$ cat config.mk
export PLATFORM = sky130hd
export DESIGN_NAME = sprite_fifo_merge_and_pixel_mixer_core
export DESIGN_NICKNAME = d
export VERILOG_FILES = /design/src/rtl/sfm_pkg.sv /design/src/rtl/sfm_lane.sv /design/src/rtl/sfm_mixer.sv /design/src/rtl/sfm_out_buf.sv /design/src/rtl/sprite_fifo_merge_and_pixel_mixer_core.sv
export SDC_FILE = /design/constraint.sdc
export NUM_CORES = 1
export LEC_CHECK = 0
export BUFFER_PORTS_ARGS = -buffer_cell sky130_fd_sc_hd__buf_2
export CAP_MARGIN = 40
export CELL_PAD_IN_SITES_DETAIL_PLACEMENT = 2
export CELL_PAD_IN_SITES_GLOBAL_PLACEMENT = 2
export CORE_ASPECT_RATIO = 0.8
export CORE_MARGIN = 4
export CORE_UTILIZATION = 35
export CTS_BUF_LIST = sky130_fd_sc_hd__clkbuf_2
export CTS_CLUSTER_SIZE = 14
export DETAILED_ROUTE_END_ITERATION = 6
export PLACE_DENSITY = 0.83
export SLEW_MARGIN = 20
export SYNTH_ARGS = -nofsm -noshare
export SYNTH_HDL_FRONTEND = slang
export SYNTH_SLANG_ARGS = --single-unit
$ cat constraint.sdc
create_clock -name clk -period 4.9 [get_ports clk]
set_clock_uncertainty 0.2 [all_clocks]
set_input_delay 0.49 -clock clk [delete_from_list [all_inputs] [get_ports clk]]
set_output_delay 0.49 -clock clk [all_outputs]
set_load 0.01 [all_outputs]
$ cat src/rtl/sfm_pkg.sv
`timescale 1ns / 1ps
// ----------------------------------------------------------------------------
// sfm_pkg
// Shared types, codes and helpers for the sprite FIFO merge and pixel mixer.
// ----------------------------------------------------------------------------
package sfm_pkg;

  localparam int unsigned FifoDepth = 8;
  localparam int unsigned PtrW      = $clog2(FifoDepth);
  localparam int unsigned CntW      = PtrW + 1;

  // operation codes of an input word
  typedef enum logic [1:0] {
    OP_PUSH  = 2'd0,
    OP_MIX   = 2'd1,
    OP_CLEAR = 2'd2,
    OP_NONE  = 2'd3
  } op_t;

  // configuration register indexes
  localparam logic [2:0] CFG_BG_ENABLE     = 3'd0;
  localparam logic [2:0] CFG_SPRITE_ENABLE = 3'd1;
  localparam logic [2:0] CFG_BG_PALETTE    = 3'd2;
  localparam logic [2:0] CFG_OBJ_PALETTE0  = 3'd3;
  localparam logic [2:0] CFG_OBJ_PALETTE1  = 3'd4;

  // attribute byte bit positions
  localparam int unsigned FlagPal1   = 4;
  localparam int unsigned FlagFlip   = 5;
  localparam int unsigned FlagBehind = 7;

  // one FIFO slot
  typedef struct packed {
    logic [1:0] color;
    logic       use_pal1;
    logic       behind_bg;
  } slot_t;

  // per-row merge control shared by all lanes
  typedef struct packed {
    logic              en;
    logic              flip;
    logic              use_pal1;
    logic              behind_bg;
    logic [CntW-1:0]   count;   // pixels shown after cropping
    logic [PtrW-1:0]   skip;    // leading pixels cropped (mod depth)
    logic [PtrW-1:0]   read_ptr;
    logic [CntW-1:0]   fill;
  } push_ctl_t;

  // register file seen by the mixer
  typedef struct packed {
    logic       bg_enable;
    logic       sprite_enable;
    logic [7:0] bg_palette;
    logic [7:0] obj_palette0;
    logic [7:0] obj_palette1;
  } cfg_t;

  // pick a 2-bit shade out of a packed palette
  function automatic logic [1:0] lookup_shade(input logic [7:0] pal, input logic [1:0] color);
    logic [1:0] s;
    case (color)
      2'd0:    s = pal[1:0];
      2'd1:    s = pal[3:2];
      2'd2:    s = pal[5:4];
      2'd3:    s = pal[7:6];
      default: s = pal[1:0];
    endcase
    return s;
  endfunction

endpackage

$ cat src/rtl/sfm_lane.sv
`timescale 1ns / 1ps
// ----------------------------------------------------------------------------
// sfm_lane
// One FIFO slot and its merge logic. The lane works out its position relative
// to the read pointer, picks its pixel out of the tile row and decides whether
// to append or to fill a transparent slot.
// ----------------------------------------------------------------------------
module sfm_lane (
  input  logic                          clk,
  input  logic [sfm_pkg::PtrW-1:0]      lane_id,
  input  sfm_pkg::push_ctl_t            ctl,
  input  logic [7:0]                    plane_low,
  input  logic [7:0]                    plane_high,
  output sfm_pkg::slot_t                slot
);
  import sfm_pkg::*;

  logic [PtrW-1:0] rel;
  logic [PtrW-1:0] bit_sel;
  logic            in_row;
  logic            append;
  logic [1:0]      px;
  logic            wr;

  // position of this slot inside the queue
  assign rel    = lane_id - ctl.read_ptr;
  assign in_row = {1'b0, rel} < ctl.count;
  assign append = {1'b0, rel} >= ctl.fill;

  // plane bit for this pixel, mirrored on horizontal flip
  assign bit_sel = ctl.flip ? (ctl.skip + rel) : (PtrW'(FifoDepth - 1) - (rel + ctl.skip));
  assign px      = {plane_high[bit_sel], plane_low[bit_sel]};

  // empty slots take any pixel, held slots only opaque over transparent
  assign wr = ctl.en && in_row && (append || (slot.color == 2'd0 && px != 2'd0));

  always_ff @(posedge clk) begin
    if (wr) begin
      slot.color     <= px;
      slot.use_pal1  <= ctl.use_pal1;
      slot.behind_bg <= ctl.behind_bg;
    end
  end

endmodule

$ cat src/rtl/sfm_mixer.sv
`timescale 1ns / 1ps
// ----------------------------------------------------------------------------
// sfm_mixer
// Merges the head sprite pixel with the background colour and maps the
// winner through its palette.
// ----------------------------------------------------------------------------
module sfm_mixer (
  input  sfm_pkg::cfg_t   cfg,
  input  logic            has_pixel,
  input  sfm_pkg::slot_t  head,
  input  logic [1:0]      bg_color,
  output logic [1:0]      shade
);
  import sfm_pkg::*;

  logic [1:0] bg_shade;
  logic [1:0] obj_shade;
  logic       hidden;
  logic       show_obj;

  assign bg_shade  = cfg.bg_enable ? lookup_shade(cfg.bg_palette, bg_color) : 2'd0;
  assign obj_shade = lookup_shade(head.use_pal1 ? cfg.obj_palette1 : cfg.obj_palette0,
                                  head.color);

  // priority: sprite behind an enabled, non-zero background loses
  assign hidden   = head.behind_bg && cfg.bg_enable && (bg_color != 2'd0);
  assign show_obj = has_pixel && cfg.sprite_enable && (head.color != 2'd0) && !hidden;
  assign shade    = show_obj ? obj_shade : bg_shade;

endmodule

$ cat src/rtl/sfm_out_buf.sv
`timescale 1ns / 1ps
// ----------------------------------------------------------------------------
// sfm_out_buf
// Two-entry output register with skid stage for the shade words.
// ----------------------------------------------------------------------------
module sfm_out_buf (
  input  logic       clk,
  input  logic       rst,
  input  logic       push,
  input  logic [1:0] push_shade,
  output logic       space,
  output logic       out_valid,
  input  logic       out_ready,
  output logic [1:0] shade
);

  logic       skid_valid;
  logic [1:0] skid_shade;

  assign space = !skid_valid;

  // main register drains into the port, skid catches a word while stalled
  always_ff @(posedge clk) begin
    if (rst) begin
      out_valid  <= 1'b0;
      skid_valid <= 1'b0;
    end else if (out_valid && !out_ready) begin
      if (push) begin
        skid_valid <= 1'b1;
        skid_shade <= push_shade;
      end
    end else if (skid_valid) begin
      out_valid  <= 1'b1;
      shade      <= skid_shade;
      skid_valid <= 1'b0;
    end else begin
      out_valid <= push;
      if (push) begin
        shade <= push_shade;
      end
    end
  end

endmodule

$ cat src/rtl/sprite_fifo_merge_and_pixel_mixer_core.sv
`timescale 1ns / 1ps
// ----------------------------------------------------------------------------
// sprite_fifo_merge_and_pixel_mixer_core
// Eight-slot sprite pixel FIFO: row merge over eight parallel slot lanes,
// pixel mix against the background, and line-end clear.
//
//   channel | signals                                         | direction
//   --------+-------------------------------------------------+----------
//   in      | in_valid/in_ready, operation, plane_low,        | in
//           | plane_high, sprite_x, sprite_flags, bg_color    |
//   out     | out_valid/out_ready, shade                      | out
//   cfg     | cfg_we, cfg_index, cfg_data                     | in
//
// One input word per cycle while in_ready is high; a push merges all eight
// lanes at once. A mix word's shade is registered before the out port.
// in_ready drops only while two shade words wait in the output buffer.
// Reset clears pointers, fill count and output valids and loads config
// defaults; slot contents are not reset and are only read once written.
// ----------------------------------------------------------------------------
module sprite_fifo_merge_and_pixel_mixer_core (
  input  logic       clk,
  input  logic       rst,
  input  logic       in_valid,
  output logic       in_ready,
  input  logic [1:0] operation,
  input  logic [7:0] plane_low,
  input  logic [7:0] plane_high,
  input  logic [7:0] sprite_x,
  input  logic [7:0] sprite_flags,
  input  logic [1:0] bg_color,
  output logic       out_valid,
  input  logic       out_ready,
  output logic [1:0] shade,
  input  logic       cfg_we,
  input  logic [2:0] cfg_index,
  input  logic [7:0] cfg_data
);
  import sfm_pkg::*;

  cfg_t            cfg;
  logic [PtrW-1:0] read_ptr;
  logic [CntW-1:0] fill;
  logic [PtrW-1:0] read_ptr_next;
  logic [CntW-1:0] fill_next;
  logic [CntW-1:0] row_count;
  logic [CntW-1:0] row_skip;
  logic            accept;
  logic            space;
  logic            do_mix;
  logic [1:0]      mix_shade;
  op_t             op;
  push_ctl_t       ctl;
  slot_t           slots [FifoDepth];

  assign op       = op_t'(operation);
  assign in_ready = space;
  assign accept   = in_valid && in_ready;
  assign do_mix   = accept && (op == OP_MIX);

  // configuration registers
  always_ff @(posedge clk) begin
    if (rst) begin
      cfg.bg_enable     <= 1'b1;
      cfg.sprite_enable <= 1'b0;
      cfg.bg_palette    <= 8'hFC;
      cfg.obj_palette0  <= 8'h00;
      cfg.obj_palette1  <= 8'h00;
    end else if (cfg_we) begin
      case (cfg_index)
        CFG_BG_ENABLE:     cfg.bg_enable     <= cfg_data[0];
        CFG_SPRITE_ENABLE: cfg.sprite_enable <= cfg_data[0];
        CFG_BG_PALETTE:    cfg.bg_palette    <= cfg_data;
        CFG_OBJ_PALETTE0:  cfg.obj_palette0  <= cfg_data;
        CFG_OBJ_PALETTE1:  cfg.obj_palette1  <= cfg_data;
        default:           ;
      endcase
    end
  end

  // crop: positions below the depth show only x pixels
  assign row_count = (sprite_x >= 8'(FifoDepth)) ? CntW'(FifoDepth) : sprite_x[CntW-1:0];
  assign row_skip  = CntW'(FifoDepth) - row_count;

  always_comb begin
    ctl.en        = accept && (op == OP_PUSH);
    ctl.flip      = sprite_flags[FlagFlip];
    ctl.use_pal1  = sprite_flags[FlagPal1];
    ctl.behind_bg = sprite_flags[FlagBehind];
    ctl.count     = row_count;
    ctl.skip      = row_skip[PtrW-1:0];
    ctl.read_ptr  = read_ptr;
    ctl.fill      = fill;
  end

  // slot lanes
  for (genvar g = 0; g < FifoDepth; g++) begin : g_lane
    sfm_lane u_lane (
      .clk        (clk),
      .lane_id    (PtrW'(g)),
      .ctl        (ctl),
      .plane_low  (plane_low),
      .plane_high (plane_high),
      .slot       (slots[g])
    );
  end

  // head pixel mix
  sfm_mixer u_mixer (
    .cfg       (cfg),
    .has_pixel (fill != '0),
    .head      (slots[read_ptr]),
    .bg_color  (bg_color),
    .shade     (mix_shade)
  );

  // pointer and fill count update
  always_comb begin
    read_ptr_next = read_ptr;
    fill_next     = fill;
    if (accept) begin
      case (op)
        OP_PUSH: begin
          if (row_count > fill) begin
            fill_next = row_count;
          end
        end
        OP_MIX: begin
          if (fill != '0) begin
            read_ptr_next = read_ptr + PtrW'(1);
            fill_next     = fill - CntW'(1);
          end
        end
        OP_CLEAR: begin
          read_ptr_next = '0;
          fill_next     = '0;
        end
        default: ;
      endcase
    end
  end

  always_ff @(posedge clk) begin
    if (rst) begin
      read_ptr <= '0;
      fill     <= '0;
    end else begin
      read_ptr <= read_ptr_next;
      fill     <= fill_next;
    end
  end

  // result words
  sfm_out_buf u_out_buf (
    .clk        (clk),
    .rst        (rst),
    .push       (do_mix),
    .push_shade (mix_shade),
    .space      (space),
    .out_valid  (out_valid),
    .out_ready  (out_ready),
    .shade      (shade)
  );

endmodule
# After elaboration in Yosys (flattened, before gate mapping)
# Index checks and enable logic that the tools add are counted.
# word_totals
regBits	71
latchBits	0
ramBits	0
romBits	0
output_inout_bits	4
word_cells	243
n_memories	0
# classes
n_addsub	27
n_mul	0
div_mod_pow	0
n_lt_le_gt_ge	27
n_eq_ne	14
shift	0
muxes	57
n_bitwise	3
reduce_logical	80
# op_table
operator	n
binary-select mux 1 bit (select 3 bit)	16
subtractor 3 bit (first input constant)	12
logical AND 1 bit	33
greater-or-equal comparator 3 x 4 -> 1 bit	8
less-than comparator 3 x 4 -> 1 bit	8
less-than comparator 3 x 4 -> 1 bit (second input constant)	8
2-to-1 mux 3 bit	9
adder 3 bit	8
nonzero test 2 bit	12
logical NOT 2 bit	11
2-to-1 mux 4 bit	5
2-to-1 mux 1 bit	17
case mux 2 bit (4 select lines)	2
binary-select mux 4 bit (select 3 bit)	1
case mux 4 bit (3 select lines)	1
equality test 2 bit (second input constant)	5
AND reduction 2 bit	5
AND reduction 3 bit	3
subtractor 1 x 3 -> 3 bit (first input constant)	3
greater-or-equal comparator 8 x 4 -> 1 bit (second input constant)	1
logical OR 1 bit	8
2-to-1 mux 2 bit	4
2-to-1 mux 8 bit	1
equality test 2 x 1 -> 1 bit (second input constant)	3
18 further kinds	24

# Longest topological paths before layout
# depth
ltp_word	12
depth_mapped	13
ltp_nobuf	13

# By module
# Synthesis repeated with hierarchy kept, for this count alone.
# hier_totals
cells_unflattened	940
area_unflattened_um2	8799.7
# modules_own_cells
module	n_inst	cells_each	area_each_um2
sfm_lane	8	85	810.8
sprite_fifo_merge_and_pixel_mixer_core	1	226	1884.3
sfm_out_buf	1	16	232.7
sfm_mixer	1	18	196.4

# Worst setup path after synthesis
# OpenSTA, ideal clock, no wires.
# synth_timing
kind	input-to-reg
startpoint	input port sprite_x[3]
endpoint	register g_lane[6].u_lane.slot[0] in the netlist's numbering (enable)
setup_ns	0.329
t_arrival_ns	3.593
t_required_ns	4.371
slack_ns	0.778
cell_stages	12
n_path_buf	0
cell_sequence	nor4_1 -> nor2b_1 -> nand2_1 -> ha_1 -> inv_1 -> fa_1 -> xor2_1 -> mux4_2 -> nor2_1 -> mux2_2 -> o32a_1 -> nor2_1
# synth_via
elab_chain_len	12
elab_cells_between_ends	16
classes_between	add/sub: 3; order compare: 2; mux: 6; reduce/logical: 5
# synth_lines
item	line_no	source
start, declared	sprite_fifo_merge_and_pixel_mixer_core.sv:28	input logic [7:0] sprite_x,
greater-or-equal comparator 8 x 4 -> 1 bit	sprite_fifo_merge_and_pixel_mixer_core.sv:81	assign row_count = (sprite_x >= 8'(FifoDepth)) ? CntW'(FifoDepth) : sprite_x[CntW-1:0];
2-to-1 mux 4 bit (*)	sprite_fifo_merge_and_pixel_mixer_core.sv:81	
subtractor 1 x 3 -> 3 bit	sprite_fifo_merge_and_pixel_mixer_core.sv:82	assign row_skip = CntW'(FifoDepth) - row_count;
adder 3 bit	sfm_lane.sv:31	assign bit_sel = ctl.flip ? (ctl.skip + rel) : (PtrW'(FifoDepth - 1) - (rel + ctl.skip));
subtractor 3 bit	sfm_lane.sv:31	
2-to-1 mux 3 bit	sfm_lane.sv:31	
binary-select mux 1 bit (select 3 bit)	sfm_lane.sv:32	assign px = {plane_high[bit_sel], plane_low[bit_sel]};
2-to-1 mux 1 bit (implied by the code)	sfm_lane.sv:32	
nonzero test 2 bit	sfm_lane.sv:35	assign wr = ctl.en && in_row && (append || (slot.color == 2'd0 && px != 2'd0));
logical AND 1 bit	sfm_lane.sv:35	
logical OR 1 bit	sfm_lane.sv:35	
logical AND 1 bit (*)	sfm_lane.sv:35	
via g_lane[6].u_lane.wr	sfm_lane.sv:23	logic wr;
end, declared	sfm_lane.sv:14	output sfm_pkg::slot_t slot
# Mark *: on every way through the listed nets, which the timed path passes. The rest lies on a longest branch. The select of a mux whose other input is x is not followed.
# A chain may end at the register's enable or synchronous reset.

# Worst setup path after layout
# layout_timing
startpoint	input port sprite_x[3]
endpoint	register g_lane[6].u_lane.slot[3] in the netlist's numbering (enable)
# Same word-level chain as after synthesis.

==> impl_metrics.csv <==
group,metric,value,unit
setup_path,slowest_stage,"fa_1",
setup_path,reg2reg_to,"g_lane[0].u_lane.slot[1]",
detailed_routing,post_drt_wl_per_cell,21.9,um
grt,grt_pass1_vias,4476,
synth,synth_seq_area_share,34.2,%
grt,grt_pass1_wl,24800,um
sta,max_freq,0.235,GHz
grt,grt.met2_usage,33.0,%
floorplan,row_count,38,
finish,synthToLayoutAreaGrowth,13.7,%
placement,pre_cts_ws,85.5,ps
floorplan,dieArea,16200,um^2
setup_path,critPathArrivalTime,4260,ps
clock_network,clock-sinks,67,
placement,gp_congestion,0.897,
worst_hold_path,worstHoldStart,"sprite_flags[7]",
worst_hold_path,holdPathStages,1,
placement,io_buffers,50,
setup_path,path_common_cell,"nor2_1",
setup_path,crit_family,"simple AND/OR/NAND/NOR gates",
synth,ys_async_sr_fraction,0,%
synth,synth_top_area_share,21.7,%
sta,final-setup-viol-count,0,
synth,synth_top_area_cell,"edfxtp_1",
synth,ys_dominant_reg_cell,"edfxtp_1",
synth,netlist_area,4970,um^2
clock_network,cts_setup_buffers,0,
grt,grt_use_total,19.8,%
outcome,status,"complete, no violations",
grt,grt_max_degree,36,
finish,seqCellArea,1700,um^2
setup_path,crit_path_start_kind,"input port",
sta,finalCritPeriodShare,86.7,%
synth,synth_cells,448,
synth,synthesis.nets,546,
detailed_routing,viasPerCell,5.61,
clock_network,clk_path_buf_depth,2,
power,vdd_ir_drop_max,0.000104,V
detailed_routing,drt-total-wl,15200,um
finish,multi_input_area,3100,um^2
detailed_routing,drc_errors,0,
floorplan,die_h,115,um
sta,max_slew_margin,42.1,%
grt,grt-busiest-layer,"met2",
setup_path,critical-path-max-stage-delay,640,ps
floorplan,io_pins,56,
setup_path,crit_path_cell_trace,"buf_2 > nor4_1 > nor2b_1 > nand2_1 > ha_1 > inv_1 > fa_1 > xor2_1 > mux4_2 > nor2_1 > mux2_2 > o32a_1 > nor2_1",
clock_network,clock_latency,540,ps
synth,syn_avg_cell_area,11.1,um^2
synth,netlist_top_cells_area,"edfxtp_1 (22%), dfxtp_1 (12%), ha_1 (11%), mux4_2 (7.2%), mux2_2 (6.1%)",
sta,tightest_slew,846,ps
power,power_density,249,nW/um^2
power,p_leak,2.18,nW
grt,grtUsageMet3,3.51,%
sta,min_period,4250,ps
setup_path,path_max_fanout,4,
finish,layout-drive-gt1-share,24.1,%
detailed_routing,dr_total_vias,3908,
grt,grtUsageMet1,26.6,%
synth,ys_ff_latch,67,
clock_network,cts_buffers,9,
grt,antenna_found_initial,1,
clock_network,cts_tree,"yes",
clock_network,holdBufCountCts,8,
floorplan,die_x,141,um
finish,design_area,5650,um^2
worst_hold_path,min_to,"g_lane[2].u_lane.slot[0]",
detailed_routing,drt_iter0_drc,220,
sta,drv_slew,0,
detailed_routing,firstDrtPassIters,4,
detailed_routing,drtAntennaViolNets,0,
setup_path,ff2ff_path_depth,9,
setup_path,endpoint_kind,"flip-flop",
finish,nets,608,
synth,synth_enable_flop_cells,36,
grt,grt_overflow_total,0,
clock_network,clk_pin_slew,200,ps
synth,ys_types,59,
floorplan,initial_core_util,36.2,%
setup_path,r2r_slack,1050,ps
job,cap_violations,0,
placement,place_area,5430,um^2
finish,fillCellCount,1452,
sta,fin_ws,653,ps
worst_hold_path,hold_path_class,"input port to flip-flop",
sta,rsz0062_at_grt,"no",
placement,hpwlAfterDp,11900,um
clock_network,clock-root-buffer,"clkbuf_2",
sta,setup_tns,0,ps
clock_network,post_cts_resized,0,
setup_path,crit_type,"input port to flip-flop",
setup_path,r2r-start,"read_ptr[0]",
clock_network,cts_htree_levels,3,
sta,finalHoldViolations,0,
setup_path,path_buf_inv,2,
setup_path,crit_required,4910,ps
floorplan,coreArea,13700,um^2
synth,yosysWarnings,0,
setup_path,crit_cells,13,
## cells in the mapped netlist (3+ instances only)
cell       count
nor3_1         6
clkbuf_1       9
o21a_1         3
mux4_2        16
a211o_1        8
ha_1          42
xnor2_1        9
nand2_1       33
nor4_1         4
a211oi_1       5
nand3b_1       3
nand3_1        6
fa_1           4
mux2_2        27
o32ai_1        3
mux2_1         3
buf_2          3
a2111oi_0      3
o32a_1         6
inv_1         22
a21oi_1       35
nor2_1        27
edfxtp_1      36
nand2b_1       6
nor2b_1       14
a21o_1         7
o21ai_0       12
xnor3_1        4
dfxtp_1       31
nand4_1        3
o22ai_1        3
mux4_1         8
mux2i_1       12
## flip-flops by register name, summed over array words and instances, names as in the netlist
| name | count |
|---|---|
| fill | 4 |
| cfg | 22 |
| g_lane.u_lane.slot | 32 |
| u_out_buf.skid_shade | 2 |
| u_out_buf.skid_valid | 1 |
| u_out_buf.shade | 2 |
| read_ptr | 3 |
| u_out_buf.out_valid | 1 |
## routing by layer
| metal | vias up | routed length [um] |
|---|---|---|
| li1 | 1831 | - |
| met1 | 1976 | 7170 |
| met2 | 81 | 7220 |
| met3 | 20 | 609 |
| met4 | 0 | 225 |
| met5 | - | 0 |
## cell type report
type	instances	share of cell area, %
tap	180	3.98
clock buffer	11	0.974
antenna	1	0.0443
multi-input combinational	341	54.8
sequential	67	30.1
inverter	24	1.59
timing repair buffer	67	7.08
clock inverter	5	1.39
## metrics by stage
| step | hold WS [ps] | total power, W | utilization [%] | instances |
|---|---|---|---|---|
| after floorplan | 233 | 0.000907 | - | 448 |
| after global placement | 242 | 0.000997 | 39.4 | 669 |
| after detailed placement | 258 | 0.00102 | 39.5 | 670 |
| after CTS | 14.2 | 0.00141 | 41.1 | 694 |
| after global routing | 5.71 | 0.00149 | 41.1 | 696 |
| final | 61.8 | 0.00141 | 41.1 | 696 |
## cells by family after synthesis
| group | share of synthesized area (%) |
|---|---|
| and+or+nand+nor | 10.8 |
| AOI/OAI and AO/OA | 13.3 |
| muxes | 21.1 |
| DFF | 34.2 |
| adders and majority gates | 12.2 |
| buffers and inverters | 3.40 |
| xor gates and xnor gates | 4.96 |
## layout by cell type, fill, tap and decap left out, drive strengths merged, types with 23 or more instances in the layout
cell    instances
nor2           27
inv            23
mux2           30
a21oi          35
dfxtp          31
nand2          33
ha             42
mux4           24
buf            58
edfxtp         36
## worst max-delay path by stage
stage | slack (ps) | from | end
2_1_floorplan | 780 | sprite_x[3] | g_lane[6].u_lane.slot[0]
3_3_place_gp | 360 | sprite_x[3] | g_lane[6].u_lane.slot[1]
3_5_place_dp | 90 | sprite_x[3] | g_lane[6].u_lane.slot[1]
4_1_cts | 660 | sprite_x[3] | g_lane[6].u_lane.slot[3]
5_1_grt | 510 | sprite_x[3] | g_lane[6].u_lane.slot[2]
6_report | 650 | sprite_x[3] | g_lane[6].u_lane.slot[3]
## power breakdown
part | total, W | switching (W) | internal (W)
Combinational | 0.000380 | 0.000199 | 0.000181
Sequential | 0.000641 | 0.0000168 | 0.000624
Clock | 0.000386 | 0.000213 | 0.000172
Note: power is estimated with default switching activity, not from simulation.
